<file path="src/hdl/tsd_pkg.sv">
// ----------------------------------------------------------------------------
// tsd_pkg
// shared widths, reset values and register map of the sensor trigger
// ----------------------------------------------------------------------------
package tsd_pkg;

   localparam int NUM_CH    = 3;
   localparam int CNT_W     = 8;
   localparam int PULSE_W   = 10;
   localparam int ADDR_W    = 3;
   localparam int DATA_W    = 32;

   typedef logic [NUM_CH-1:0]  chan_vec_type;
   typedef logic [CNT_W-1:0]   count_type;
   typedef logic [PULSE_W-1:0] pulse_type;

   localparam count_type CNT_MAX       = '1;
   localparam pulse_type ELAPSED_MAX   = '1;
   localparam count_type DEBOUNCE_RST  = 8'd15;
   localparam pulse_type PULSE_RST     = 10'd50;

   // register index, taken from paddr bit 2
   typedef enum logic {
      REG_DEBOUNCE = 1'b0,
      REG_PULSE    = 1'b1
   } reg_index_type;

endpackage

</file>
<file path="src/hdl/tsd_channels.sv">
// ----------------------------------------------------------------------------
// tsd channels
// valid/ready channels carrying one sensor sample word and one result word
// ----------------------------------------------------------------------------
interface tsd_req_if;
   logic valid;
   logic ready;
   logic sensor_top;
   logic sensor_mid;
   logic sensor_bot;

   modport source (output valid, output sensor_top, output sensor_mid,
                   output sensor_bot, input ready);
   modport sink   (input valid, input sensor_top, input sensor_mid,
                   input sensor_bot, output ready);
endinterface

interface tsd_rsp_if;
   logic                 valid;
   logic                 ready;
   logic                 drive_out;
   logic                 fired;
   tsd_pkg::chan_vec_type filtered_levels;
   tsd_pkg::chan_vec_type seen_flags;

   modport source (output valid, output drive_out, output fired,
                   output filtered_levels, output seen_flags, input ready);
   modport sink   (input valid, input drive_out, input fired,
                   input filtered_levels, input seen_flags, output ready);
endinterface

</file>
<file path="src/hdl/three_sensor_debounce_pulse_trigger.sv">
// ----------------------------------------------------------------------------
// three_sensor_debounce_pulse_trigger
// debounced three-sensor arrival tracker with a one-shot pulse output
// ----------------------------------------------------------------------------
// Each request word is one tick (nominally 1 ms) of three raw active-low
// sensor levels. Every channel is debounced by a saturating count of stable
// ticks; a new level is taken once the count exceeds debounce_ms. A debounced
// fall marks the channel as seen, a debounced rise fires the pulse if that
// channel was seen and no higher one (top over middle over bottom) is. A fire
// clears all seen flags and restarts the pulse, which lasts pulse_ms ticks.
// One result word comes back per request word. The block takes one word per
// clock while rsp is not stalled: a word is latched in the input register,
// evaluated against the channel state by combinational logic and written to
// the result register, which also serves as the output skid. The csr port
// holds debounce_ms at 0x0 and pulse_ms at 0x4; write only when idle.
// ----------------------------------------------------------------------------
module three_sensor_debounce_pulse_trigger (
   input  logic                         clock,
   input  logic                         reset,
   tsd_req_if.sink                      req_chan,
   tsd_rsp_if.source                    rsp_chan,
   input  logic                         psel,
   input  logic                         penable,
   input  logic                         pwrite,
   input  logic [tsd_pkg::ADDR_W-1:0]   paddr,
   input  logic [tsd_pkg::DATA_W-1:0]   pwdata,
   output logic [tsd_pkg::DATA_W-1:0]   prdata,
   output logic                         pready
);

   // configuration registers
   tsd_pkg::count_type debounce_ms_ff;
   tsd_pkg::pulse_type pulse_ms_ff;

   // input register
   logic                  in_valid_ff;
   tsd_pkg::chan_vec_type in_raw_ff;

   // channel state
   tsd_pkg::chan_vec_type previous_raw_ff, previous_raw_in;
   tsd_pkg::chan_vec_type stable_level_ff, stable_level_in;
   tsd_pkg::count_type    stable_count_ff [tsd_pkg::NUM_CH];
   tsd_pkg::count_type    stable_count_in [tsd_pkg::NUM_CH];
   tsd_pkg::chan_vec_type arrival_flag_ff, arrival_flag_in;
   logic                  pulse_on_ff, pulse_on_in;
   tsd_pkg::pulse_type    pulse_elapsed_ff, pulse_elapsed_in;

   // result register
   logic                  rsp_valid_ff;
   logic                  drive_out_ff;
   logic                  fired_ff;
   tsd_pkg::chan_vec_type filtered_ff;
   tsd_pkg::chan_vec_type seen_ff;

   logic                  out_free;
   logic                  advance;
   logic                  req_take;
   logic                  csr_write;
   tsd_pkg::reg_index_type csr_index;

   tsd_pkg::chan_vec_type changed;
   tsd_pkg::chan_vec_type flag_mid;
   logic                  fire;
   tsd_pkg::pulse_type    elapsed_inc;

   // handshakes: the result register frees up when empty or being taken
   assign out_free  = !rsp_valid_ff || rsp_chan.ready;
   assign advance   = in_valid_ff && out_free;
   assign req_chan.ready = !in_valid_ff || out_free;
   assign req_take  = req_chan.valid && req_chan.ready;

   assign csr_index = tsd_pkg::reg_index_type'(paddr[2]);
   assign csr_write = psel && penable && pwrite && pready;
   assign pready    = 1'b1;

   always_comb begin
      case (csr_index)
         tsd_pkg::REG_DEBOUNCE: prdata = {{(tsd_pkg::DATA_W-tsd_pkg::CNT_W){1'b0}},
                                          debounce_ms_ff};
         tsd_pkg::REG_PULSE:    prdata = {{(tsd_pkg::DATA_W-tsd_pkg::PULSE_W){1'b0}},
                                          pulse_ms_ff};
         default:               prdata = '0;
      endcase
   end

   // per-tick evaluation of the latched sample against the channel state
   always_comb begin
      // pulse timing runs before the channels are looked at
      elapsed_inc      = (pulse_elapsed_ff == tsd_pkg::ELAPSED_MAX) ?
                         pulse_elapsed_ff : pulse_elapsed_ff + 1'b1;
      pulse_on_in      = pulse_on_ff;
      pulse_elapsed_in = pulse_elapsed_ff;
      if (pulse_on_ff) begin
         pulse_elapsed_in = elapsed_inc;
         if (elapsed_inc >= pulse_ms_ff) pulse_on_in = 1'b0;
      end

      // debounce each channel
      previous_raw_in = in_raw_ff;
      stable_level_in = stable_level_ff;
      for (int ch = 0; ch < tsd_pkg::NUM_CH; ch++) begin
         if (in_raw_ff[ch] != previous_raw_ff[ch])
            stable_count_in[ch] = '0;
         else if (stable_count_ff[ch] == tsd_pkg::CNT_MAX)
            stable_count_in[ch] = stable_count_ff[ch];
         else
            stable_count_in[ch] = stable_count_ff[ch] + 1'b1;
         changed[ch] = (stable_count_in[ch] > debounce_ms_ff) &&
                       (in_raw_ff[ch] != stable_level_ff[ch]);
         if (changed[ch]) stable_level_in[ch] = in_raw_ff[ch];
      end

      // a debounced fall marks arrival
      flag_mid = arrival_flag_ff | (changed & ~in_raw_ff);

      // only the highest debounced rise is examined
      if (changed[0] && in_raw_ff[0])
         fire = flag_mid[0];
      else if (changed[1] && in_raw_ff[1])
         fire = flag_mid[1] && !flag_mid[0];
      else if (changed[2] && in_raw_ff[2])
         fire = flag_mid[2] && !flag_mid[0] && !flag_mid[1];
      else
         fire = 1'b0;

      arrival_flag_in = flag_mid;
      if (fire) begin
         pulse_on_in      = 1'b1;
         pulse_elapsed_in = '0;
         arrival_flag_in  = '0;
      end
   end

   always_ff @(posedge clock) begin
      if (reset) begin
         debounce_ms_ff   <= tsd_pkg::DEBOUNCE_RST;
         pulse_ms_ff      <= tsd_pkg::PULSE_RST;
         in_valid_ff      <= 1'b0;
         rsp_valid_ff     <= 1'b0;
         previous_raw_ff  <= '1;
         stable_level_ff  <= '1;
         arrival_flag_ff  <= '0;
         pulse_on_ff      <= 1'b0;
         pulse_elapsed_ff <= '0;
         for (int ch = 0; ch < tsd_pkg::NUM_CH; ch++) stable_count_ff[ch] <= '0;
      end else begin
         // csr writes
         if (csr_write) begin
            case (csr_index)
               tsd_pkg::REG_DEBOUNCE: debounce_ms_ff <= pwdata[tsd_pkg::CNT_W-1:0];
               tsd_pkg::REG_PULSE:    pulse_ms_ff    <= pwdata[tsd_pkg::PULSE_W-1:0];
               default: ;
            endcase
         end

         // input register
         if (req_take) begin
            in_valid_ff <= 1'b1;
            in_raw_ff   <= {req_chan.sensor_bot, req_chan.sensor_mid,
                            req_chan.sensor_top};
         end else if (advance) begin
            in_valid_ff <= 1'b0;
         end

         // state and result register move together
         if (advance) begin
            previous_raw_ff  <= previous_raw_in;
            stable_level_ff  <= stable_level_in;
            arrival_flag_ff  <= arrival_flag_in;
            pulse_on_ff      <= pulse_on_in;
            pulse_elapsed_ff <= pulse_elapsed_in;
            for (int ch = 0; ch < tsd_pkg::NUM_CH; ch++)
               stable_count_ff[ch] <= stable_count_in[ch];
            rsp_valid_ff <= 1'b1;
            drive_out_ff <= pulse_on_in;
            fired_ff     <= fire;
            filtered_ff  <= stable_level_in;
            seen_ff      <= arrival_flag_in;
         end else if (rsp_chan.ready) begin
            rsp_valid_ff <= 1'b0;
         end
      end
   end

   assign rsp_chan.valid           = rsp_valid_ff;
   assign rsp_chan.drive_out       = drive_out_ff;
   assign rsp_chan.fired           = fired_ff;
   assign rsp_chan.filtered_levels = filtered_ff;
   assign rsp_chan.seen_flags      = seen_ff;

endmodule
</file>
<file path="src/flat_wrapper.sv">
// flat-port wrapper written by rule: the top's interface ports become plain ports
module three_sensor_debounce_pulse_trigger_flat 
  (clock, reset, psel, penable, pwrite, paddr, pwdata, prdata, pready, req_chan_valid, req_chan_sensor_top, req_chan_sensor_mid, req_chan_sensor_bot, req_chan_ready, rsp_chan_valid, rsp_chan_drive_out, rsp_chan_fired, rsp_chan_filtered_levels, rsp_chan_seen_flags, rsp_chan_ready);
  tsd_req_if req_chan_i ();
  tsd_rsp_if rsp_chan_i ();
  input  logic clock;
  input  logic reset;
  input  logic psel;
  input  logic penable;
  input  logic pwrite;
  input  logic [tsd_pkg::ADDR_W-1:0] paddr;
  input  logic [tsd_pkg::DATA_W-1:0] pwdata;
  output logic [tsd_pkg::DATA_W-1:0] prdata;
  output logic pready;
  input wire logic [$bits(req_chan_i.valid)-1:0] req_chan_valid;
  input wire logic [$bits(req_chan_i.sensor_top)-1:0] req_chan_sensor_top;
  input wire logic [$bits(req_chan_i.sensor_mid)-1:0] req_chan_sensor_mid;
  input wire logic [$bits(req_chan_i.sensor_bot)-1:0] req_chan_sensor_bot;
  output wire logic [$bits(req_chan_i.ready)-1:0] req_chan_ready;
  output wire logic [$bits(rsp_chan_i.valid)-1:0] rsp_chan_valid;
  output wire logic [$bits(rsp_chan_i.drive_out)-1:0] rsp_chan_drive_out;
  output wire logic [$bits(rsp_chan_i.fired)-1:0] rsp_chan_fired;
  output wire logic [$bits(rsp_chan_i.filtered_levels)-1:0] rsp_chan_filtered_levels;
  output wire logic [$bits(rsp_chan_i.seen_flags)-1:0] rsp_chan_seen_flags;
  input wire logic [$bits(rsp_chan_i.ready)-1:0] rsp_chan_ready;
  assign req_chan_i.valid = req_chan_valid;
  assign req_chan_i.sensor_top = req_chan_sensor_top;
  assign req_chan_i.sensor_mid = req_chan_sensor_mid;
  assign req_chan_i.sensor_bot = req_chan_sensor_bot;
  assign req_chan_ready = req_chan_i.ready;
  assign rsp_chan_valid = rsp_chan_i.valid;
  assign rsp_chan_drive_out = rsp_chan_i.drive_out;
  assign rsp_chan_fired = rsp_chan_i.fired;
  assign rsp_chan_filtered_levels = rsp_chan_i.filtered_levels;
  assign rsp_chan_seen_flags = rsp_chan_i.seen_flags;
  assign rsp_chan_i.ready = rsp_chan_ready;
  three_sensor_debounce_pulse_trigger u_core (.clock(clock), .reset(reset), .req_chan(req_chan_i), .rsp_chan(rsp_chan_i), .psel(psel), .penable(penable), .pwrite(pwrite), .paddr(paddr), .pwdata(pwdata), .prdata(prdata), .pready(pready));
endmodule
</file>
<file path="config.mk">
export PLATFORM = sky130hd
export DESIGN_NAME = three_sensor_debounce_pulse_trigger_flat
export DESIGN_NICKNAME = d
export VERILOG_FILES = /design/src/hdl/tsd_pkg.sv /design/src/hdl/tsd_channels.sv /design/src/hdl/three_sensor_debounce_pulse_trigger.sv /design/src/flat_wrapper.sv
export SDC_FILE = /design/constraint.sdc
export NUM_CORES = 1
export LEC_CHECK = 0
export ABC_AREA = 1
export BUFFER_PORTS_ARGS = -buffer_cell sky130_fd_sc_hd__buf_2
export CORE_ASPECT_RATIO = 1.75
export CORE_MARGIN = 5
export CORE_UTILIZATION = 50
export CTS_CLUSTER_DIAMETER = 150
export CTS_CLUSTER_SIZE = 30
export DETAILED_ROUTE_END_ITERATION = 12
export HOLD_SLACK_MARGIN = 0.1
export PLACE_DENSITY = 0.75
export SKIP_LAST_GASP = 1
export SYNTH_ARGS = -nofsm -noshare
export SYNTH_HDL_FRONTEND = slang
export SYNTH_SLANG_ARGS = --single-unit
</file>
<file path="constraint.sdc">
create_clock -name clock -period 4.1 [get_ports clock]
set_input_delay 0.41 -clock clock [delete_from_list [all_inputs] [get_ports clock]]
set_output_delay 0.41 -clock clock [all_outputs]
set_load 0.02 [all_outputs]
</file>
==> results_dict.tcl, run 1 <==
set metrics [dict create \
    synth-simple-area-share_pct 25.9 \
    coreArea_sq_um 9470 \
    maxSlewHeadroom_pct 21.9 \
    seq_power_share_pct 44.9 \
    yosys_warnings 0 \
    num-fill-cells 857 \
    synth_ff_type "dfxtp_1" \
    stdcell_area_sq_um 5370 \
    rsz0062_at_grt "true" \
    drive_above_1_share_pct 10.9 \
    finalPower_uw 1880 \
    cts_buffers 9 \
    p_leak_uw 0.00273 \
    combPwrFrac_pct 13.6 \
    hold_path_class "input port to flip-flop" \
    fmax_ghz 0.274 \
    synth_top_area_cell "edfxtp_1" \
    root_buffer "clkbuf_16" \
    ys_types 43 \
    tightest_slew_ps 1170 \
    fin_skew_ps 6.52 \
    holdBufCountCts 0 \
    cts_buffer_depth 2 \
    end_kind "flip-flop" \
    worstPathRequired_ps 4330 \
    gp_congestion 0.897 \
    ys_ff_latch 75 \
    synth_mux_area_share_pct 0 \
    yosysSeqAreaShare_pct 38.2 \
    antenna_found_initial 0 \
    async_flop_share_pct 0 \
    ant_nets 0 \
    max-vdd-ir-drop_mv 0.252 \
    synth-edff-count 35 \
    fin_hold_ws_ps 245 \
    setup_ws_ps 444 \
    synth_top_family_by_area "simple AND/OR/NAND/NOR gates" \
    synth_xor_area_share_pct 2.20 \
    initial_core_util_pct 51.2 \
    finalSetupViolCount 0 \
    routed_via_density 5.18 \
    die_h_um 140 \
    dp_slack_ps 303 \
    syn_area_per_cell_sq_um 7.47 \
    synthAdderAreaFrac_pct 9.82 \
    post_cts_resized 0 \
    fin_nets 769 \
    pwr-share-clk_pct 41.5 \
    gr-usage-all-layers_pct 19.8 \
    grt_pass1_vias 4186 \
    routedWlPerCell_um 14.2 \
    dpl_cell_area_sq_um 5060 \
    cts_tree "yes" \
    grt_start_max_net_pins 31 \
    dpl.hpwl_um 9030 \
    r2r_cells 26 \
    arrival_ps 3880 \
    dr.pass1.iters 4 \
    post-cts-setup-buffers 0 \
    switching_share_pct 27.0 \
    min_period_over_period_pct 89.2 \
    cts_sinks 75 \
    io_pins 88 \
    hold_path_depth 1 \
    synth_top_area_share_pct 21.7 \
    r2r_slack_ps 440 \
    synth.cell_area_sq_um 4840 \
    maxSlewViolCount 0 \
    htreeDepth 3 \
    first_iter_violations 218 \
    die_w_um 84.4 \
    die_area_sq_um 11800 \
    worstSkewPairLatency_ps 340 \
    overflow 0 \
    power_switching_uw 508 \
    path_class "flip-flop to flip-flop" \
    fin_crit_ps 3660 \
    status "completed" \
    ys_top_cells_by_area "edfxtp_1, dfxtp_1, ha_1" \
    min_from "req_chan_sensor_top" \
    powerDensity_nw_per_um2 350 \
    num_rows 47 \
    grt_pass1_wl_um 18700 \
    netlist_instances 648 \
    vias 4214 \
    max_cap_violations 0 \
    hold_path_end "u_core.in_raw_ff[0]" \
    r2r_end "u_core.pulse_elapsed_ff[0]" \
    yosys.cell_count.top_type "nand2_1" \
    start_kind "flip-flop" \
    antenna-diode-count 0 \
    path_max_fanout 20 \
    p_int_uw 1370 \
    postRouteWirelength_um 11500 \
    hold_viol 0 \
    synth_compound_area_share_pct 10.6 \
    io_buffers 40 \
    r2r_start "u_core.stable_count_ff[0][16]" \
    synth_common_cells "nand2_1, inv_1, nor2_1" \
    area_growth_pct 10.8 \
    path_clk_slew_ps 60 \
    drcViolationCount 0 \
]
[kinds of logic after synthesis]
family,Yosys count
AO/OA/AOI/OAI,95
XOR/XNOR,10
adder cells (fa/ha/maj),38
buffers and inverters,144
flip-flops,75
other,2
AND/OR/NAND/NOR,284
[routing by layer]
layer	track usage [%]	part of all wire [%]	vias up
li1	-	-	2143
met1	18.8	36	1958
met2	37.9	56	78
met3	3.58	2.8	35
met4	12.5	5.1	0
met5	0	0	-
[final cells by class]
class / count / area [sq um] / area share (%)
well taps: 122 / 153 / 2.85
repair buffers: 43 / 223 / 4.15
clock buffers: 10 / 229 / 4.27
flip-flops and latches: 75 / 1850 / 34.5
inverters: 107 / 402 / 7.49
multi-input cells: 450 / 2440 / 45.6
clock inverters: 6 / 62.6 / 1.17
[flip-flops by register name, summed over array words and instances (netlist names), 3 cells and up]
name                             flops
u_core.pulse_elapsed_ff             10
u_core.stable_count_ff              24
u_core.arrival_flag_ff               3
u_core.previous_raw_ff               3
u_core.in_raw_ff                     3
u_core.rsp_chan.seen_flags           3
u_core.stable_level_ff               3
u_core.rsp_chan.filtered_levels      3
u_core.debounce_ms_ff                8
u_core.pulse_ms_ff                  10
[critical path, cell delays in order, from the launching register on]
cell,delay [ps]
edfxtp_1,390
ha_1,190
inv_1,60
nor3_2,280
inv_1,70
nor2_1,150
nand3_1,250
inv_1,140
or2_2,110
o211a_1,160
ha_1,250
inv_1,60
nor2_1,40
o21ai_0,140
nand2_1,70
nand2_1,60
nand2_1,50
nand2_1,150
nor2_1,70
nand2_1,70
nand2_1,40
nand2_1,130
nand3_1,100
nand2_2,290
nand2_1,100
nand2_1,80
nor2_1,50
[how the worst max path moves through the flow]
stage | start | to | slack [ps]
3_5_place_dp | u_core.stable_count_ff[0][16] | u_core.pulse_elapsed_ff[0] | 300
4_1_cts | u_core.stable_count_ff[0][16] | u_core.pulse_elapsed_ff[0] | 300
2_1_floorplan | u_core.stable_count_ff[0][8] | u_core.pulse_elapsed_ff[7] | 1110
6_report | u_core.stable_count_ff[0][16] | u_core.pulse_elapsed_ff[0] | 440
5_1_grt | u_core.stable_count_ff[0][16] | u_core.pulse_elapsed_ff[0] | -4
3_3_place_gp | u_core.stable_count_ff[0][16] | u_core.pulse_elapsed_ff[6] | 470
[cell usage in the layout (no fill, tap or decap), types with 10 or more instances in the layout]
master and instances:
nand2_1 112, inv_1 104, nor2_1 89, buf_2 40
dfxtp_1 40, o21ai_0 39, a21oi_1 39, ha_1 38
edfxtp_1 35, nand3_1 25, conb_1 23, nor3_1 15
nor4_1 11, nand4_1 10
[power groups by stage]
stage | Combinational, uW | Sequential, uW | Clock [uW]
floorplan | 194 | 857 | 0
global placement | 242 | 856 | 0
detailed placement | 252 | 858 | 0
CTS | 254 | 842 | 792
global route | 286 | 846 | 827
finish | 256 | 843 | 780
[stage by stage]
| step | std cells | setup TNS (ps) | utilization [%] |
|---|---|---|---|
| after global routing | 813 | -4.29 | 56.7 |
| after floorplan | 669 | 0 | - |
| after detailed placement | 797 | 0 | 53.5 |
| final | 813 | 0 | 56.7 |
| after CTS | 813 | 0 | 56.6 |
| after global placement | 797 | 0 | 53.5 |
Note: power is estimated with default switching activity, not from simulation.
==> inputs of run 2 (changes only) <==
- PLACE_DENSITY: 0.75 -> 0.78
==> results_dict.tcl, run 2 (synthesis results as in run 1) <==
set metrics [dict create \
    cts_sinks 75 \
    grt_pass1_wl_um 18800 \
    final-seq-area_sq_um 1850 \
    r2r_slack_ps 480 \
    max-vdd-ir-drop_mv 0.262 \
    end_kind "flip-flop" \
    num_rows 47 \
    largest_reg_flops 24 \
    cts_buffers 9 \
    path_class "flip-flop to flip-flop" \
    postRouteWirelength_um 11200 \
    layout_commonest_cell "nand2_1" \
    top_regs "u_core.stable_count_ff (24), u_core.pulse_elapsed_ff (10), u_core.pulse_ms_ff (10)" \
    routedWlPerCell_um 13.8 \
    top_usage_layer "met2" \
    die_area_sq_um 11800 \
    powerDensity_nw_per_um2 363 \
    path_max_fanout 13 \
    drive_above_1_share_pct 10.9 \
    root_buffer "clkbuf_16" \
    crit_top_cell "nand2_1" \
    p_leak_uw 0.00275 \
    status "completed" \
    htreeDepth 3 \
    slowest_stage "edfxtp_1" \
    coreArea_sq_um 9470 \
    dpl.hpwl_um 8720 \
    holdBufCountCts 0 \
    cts_buffer_depth 2 \
    max_cap_violations 0 \
    hold_viol 0 \
    path_clk_slew_ps 60 \
    finalSetupViolCount 0 \
    cts_tree "yes" \
    io_pins 88 \
    antenna-diode-count 0 \
    vias 4214 \
    fin_nets 769 \
    utilization_pct 57.0 \
    post-cts-setup-buffers 0 \
    fin_skew_ps 6.64 \
    multiInputGateArea_sq_um 2440 \
    grtUsageMet1_pct 19.0 \
    fmax_ghz 0.277 \
    num-fill-cells 858 \
    gr-usage-all-layers_pct 19.8 \
    use_met3_pct 3.23 \
    dr.pass1.iters 4 \
    maxSlewHeadroom_pct 53.9 \
    first_iter_violations 249 \
    io_buffers 40 \
    arrival_ps 3830 \
    gp_congestion 0.879 \
    overflow 0 \
    maxSlewViolCount 0 \
    drcViolationCount 0 \
    routed_via_density 5.18 \
    die_w_um 84.4 \
    die_h_um 140 \
    grt_pass1_vias 4231 \
    antenna_found_initial 0 \
    gr-usage-met2_pct 37.9 \
    ant_nets 0 \
    hold_path_class "input port to flip-flop" \
    tightest_slew_ps 691 \
    worstPathRequired_ps 4310 \
    min_period_over_period_pct 88.2 \
    start_kind "flip-flop" \
    area_growth_pct 11.4 \
    regMostFlops "u_core.stable_count_ff" \
    grt_start_max_net_pins 26 \
    tns_ps 0 \
    rsz0062_at_grt "false" \
    final_cell_mix "nand2_1, inv_1, nor2_1, buf_2, dfxtp_1" \
    path_cells "ha_1 > nand2_1 > nor3_1 > nand3_1 > inv_1 > nor4_1 > nor3_1 > ha_1 > a21oi_1 > nor2_1 > nor2_1 > nand2_1 > nand3_1 > nand2_1 > inv_1 > nand2_1 > nand2_1 > nand2_1 > nand2_2 > a21oi_1 > nand2_1 > o21ai_0" \
    fin_crit_ps 3620 \
    worstSkewPairLatency_ps 340 \
    initial_core_util_pct 51.2 \
    crit_path_max_incr_delay_ps 400 \
]
-- run 2: cell count changes in the layout (fill, tap and decap cells not counted) --
cell	delta
nand2_4	+1
inv_6	+2
nand2_2	-1
clkinvlp_4	+1
clkbuf_1	-1
nor3_2	-1
bufinv_16	+1
nor3_1	+1
inv_4	-3
-- run 2: path summary, 6_finish.rpt --
check,start,endpoint,cells after the start
min reg2reg,u_core.pulse_ms_ff[2],u_core.pulse_ms_ff[2],2
max reg2reg,u_core.stable_count_ff[0][8],u_core.arrival_flag_ff[2],22
max,u_core.stable_count_ff[0][8],u_core.arrival_flag_ff[2],22
min,req_chan_sensor_bot,u_core.in_raw_ff[2],1
-- run 2: stage by stage --
step | instances | power [uW] | hold WS [ps] | area, sq um | worst slack [ps]
after floorplan | 669 | 1050 | 448 | 4920 | 1110
after global placement | 797 | 1100 | 462 | 5060 | 444
after detailed placement | 797 | 1110 | 470 | 5060 | 264
after CTS | 813 | 1960 | 236 | 5390 | 250
after global routing | 813 | 2040 | 238 | 5400 | 50.3
final | 813 | 1960 | 242 | 5400 | 484
-- run 2: power by group --
| group | internal (uW) | switching, uW | leakage [uW] |
|---|---|---|---|
| Sequential | 819 | 22.8 | 0.000684 |
| Combinational | 78.6 | 175 | 0.00191 |
| Clock | 537 | 324 | 0.000156 |
-- run 2: area by class of cell --
cell class | instances | area share (%)
Multi-Input combinational cell | 450 | 45.3
Sequential cell | 75 | 34.3
Inverter | 107 | 7.44
Clock buffer | 9 | 4.17
Timing Repair Buffer | 43 | 4.13
Tap cell | 122 | 2.83
Clock inverter | 7 | 1.83
-- run 2: repair_timing --
| action | 4_1_cts | 5_1_grt |
|---|---|---|
| resized for setup | 0 | 3 |
| setup endpoints to repair | 0 | 14 |
| hold endpoints to repair | 0 | 0 |
-- run 2: critical path, delay by kind of cell (launching register included) --
family / cells / cell delay, ps
AND/OR/NAND/NOR: 15 / 2030
adder cells (fa/ha/maj): 2 / 480
flip-flops: 1 / 400
AO/OA/AOI/OAI: 3 / 320
buffers and inverters: 2 / 260
-- run 2: per-layer routing --
metal,vias up,wire length (um)
li1,2142,-
met1,1916,3970
met2,112,6090
met3,44,486
met4,0,653
met5,-,0
==> inputs of run 3 (changes only) <==
- CTS_BUF_LIST: not set -> sky130_fd_sc_hd__clkbuf_16
- PLACE_DENSITY: 0.78 -> 0.74
==> results_dict.tcl, run 3 (synthesis results as in run 1) <==
set metrics [dict create \
    gr-usage-all-layers_pct 19.5 \
    tightest_slew_ps 730 \
    p_leak_uw 0.00275 \
    arrival_ps 3850 \
    maxSlewViolCount 0 \
    finalPower_uw 1990 \
    cts_tree "yes" \
    rsz0062_at_grt "false" \
    hold_viol 0 \
    vias 4193 \
    area_growth_pct 11.8 \
    status "completed" \
    tns_ps 0 \
    crit_top_cell "nand2_1" \
    antenna_found_initial 0 \
    largest_reg_flops 24 \
    postRouteWirelength_um 11300 \
    ant_nets 0 \
    gp_congestion 0.855 \
    final_cell_mix "nand2_1, inv_1, nor2_1, buf_2, dfxtp_1" \
    cts_sinks 75 \
    fin_nets 769 \
    top_regs "u_core.stable_count_ff (24), u_core.pulse_elapsed_ff (10), u_core.pulse_ms_ff (10)" \
    cpLargestDelayFamily "simple AND/OR/NAND/NOR gates" \
    worstPathRequired_ps 4330 \
    powerDensity_nw_per_um2 368 \
    layout_commonest_cell "nand2_1" \
    stdcell_area_sq_um 5420 \
    htreeDepth 3 \
    dpl.hpwl_um 8800 \
    die_area_sq_um 11800 \
    pwr-share-clk_pct 45.0 \
    setup_ws_ps 480 \
    grt_pass1_wl_um 18300 \
    dpl_cell_area_sq_um 5060 \
    overflow 0 \
    start_kind "flip-flop" \
    first_iter_violations 231 \
    routed_via_density 5.16 \
    grt_start_max_net_pins 26 \
    power_switching_uw 503 \
    dp_slack_ps 315 \
    die_h_um 140 \
    num_rows 47 \
    combPwrFrac_pct 12.7 \
    maxSlewHeadroom_pct 51.3 \
    cts_buffer_depth 2 \
    initial_core_util_pct 51.2 \
    switching_share_pct 25.2 \
    p_int_uw 1490 \
    dr.pass1.iters 4 \
    r2r_start "u_core.stable_count_ff[0][16]" \
    min_period_over_period_pct 88.3 \
    cts_buffers 9 \
    regMostFlops "u_core.stable_count_ff" \
    drive_above_1_share_pct 11.0 \
    drcViolationCount 0 \
    slowest_stage "edfxtp_1" \
    worstSkewPairLatency_ps 340 \
    num-fill-cells 878 \
    routedWlPerCell_um 13.9 \
    io_pins 88 \
    path_clk_slew_ps 60 \
    hold_path_class "input port to flip-flop" \
    root_buffer "clkbuf_16" \
    crit_path_max_incr_delay_ps 400 \
    grt_pass1_vias 4182 \
    max-vdd-ir-drop_mv 0.242 \
    path_class "flip-flop to flip-flop" \
    seq_power_share_pct 42.2 \
    path_buf_inv 4 \
    coreArea_sq_um 9470 \
    finalSetupViolCount 0 \
    min_from "req_chan_sensor_top" \
    fin_skew_ps 3.35 \
    io_buffers 40 \
    path_max_fanout 20 \
    fin_crit_ps 3620 \
    end_kind "flip-flop" \
    startpoint "u_core.stable_count_ff[0][16]" \
    max_cap_violations 0 \
    fmax_ghz 0.276 \
    die_w_um 84.4 \
    antenna-diode-count 0 \
]
run 3: changes by cell type in the layout (fill, tap and decap cells not counted):
cell | before | now
clkinv_2 | 1 | 2
nor3_1 | 16 | 15
nand2_2 | 2 | 3
inv_6 | 2 | 0
nand2_4 | 2 | 1
nor3_2 | 2 | 3
bufinv_16 | 2 | 3
run 3: layer usage:
| metal | vias to the layer above | part of all wire [%] | track usage, % |
|---|---|---|---|
| met4 | 0 | 3.7 | 10.4 |
| met3 | 27 | 3.9 | 4.05 |
| met1 | 1918 | 34 | 17.3 |
| met2 | 107 | 58 | 39.3 |
| met5 | - | 0 | 0 |
| li1 | 2141 | - | - |
run 3: worst paths after layout:
check                                             endpoint  slack [ps]  depth (start not counted)
worst max-delay path            u_core.pulse_elapsed_ff[4]         480                         26
worst max register to register  u_core.pulse_elapsed_ff[4]         480                         26
worst min register to register   u_core.arrival_flag_ff[2]         500                          2
worst min-delay path                   u_core.in_raw_ff[0]         250                          1
run 3: power by group through the flow:
stage,sequential (uW),combinational [uW],clock [uW]
final,842,254,898
after global routing,845,287,947
after CTS,842,253,907
after detailed placement,858,250,0
after global placement,855,240,0
after floorplan,857,194,0
run 3: cell type report:
cell class	count	area (sq um)	area share, %
clock inverter	7	116	2.15
timing repair buffer	43	223	4.11
inverter	107	402	7.42
multi-input combinational	450	2440	45.1
clock buffer	9	225	4.16
tap	122	153	2.82
sequential	75	1850	34.2
run 3: worst reg2reg max path, cell delays in order (launching register included):
cell	delay [ps]
edfxtp_1	400
ha_1	200
inv_1	70
nor3_2	270
inv_1	70
nor2_1	150
nand3_1	240
inv_1	140
or2_2	110
o211a_1	150
ha_1	240
inv_1	60
nor2_1	30
o21ai_0	160
nand2_1	70
nand2_1	70
nand2_1	50
nand2_1	120
nor2_1	60
nand2_1	60
nand2_1	50
nand2_1	140
nand3_1	100
nand2_2	300
nand2_1	100
nand2_1	80
nor2_1	50
run 3: per-stage QoR:
step / hold WS [ps] / utilization, % / instances
after CTS: 239 / 57.1 / 813
after detailed placement: 485 / 53.5 / 797
after global placement: 471 / 53.5 / 797
after floorplan: 448 / - / 669
final: 246 / 57.2 / 813
after global routing: 237 / 57.2 / 813
run 3: what timing repair did:
action	4_1_cts	5_1_grt
gates resized for setup	0	3
hold buffers	0	0
endpoints found under the setup margin	0	15
setup buffers	0	0
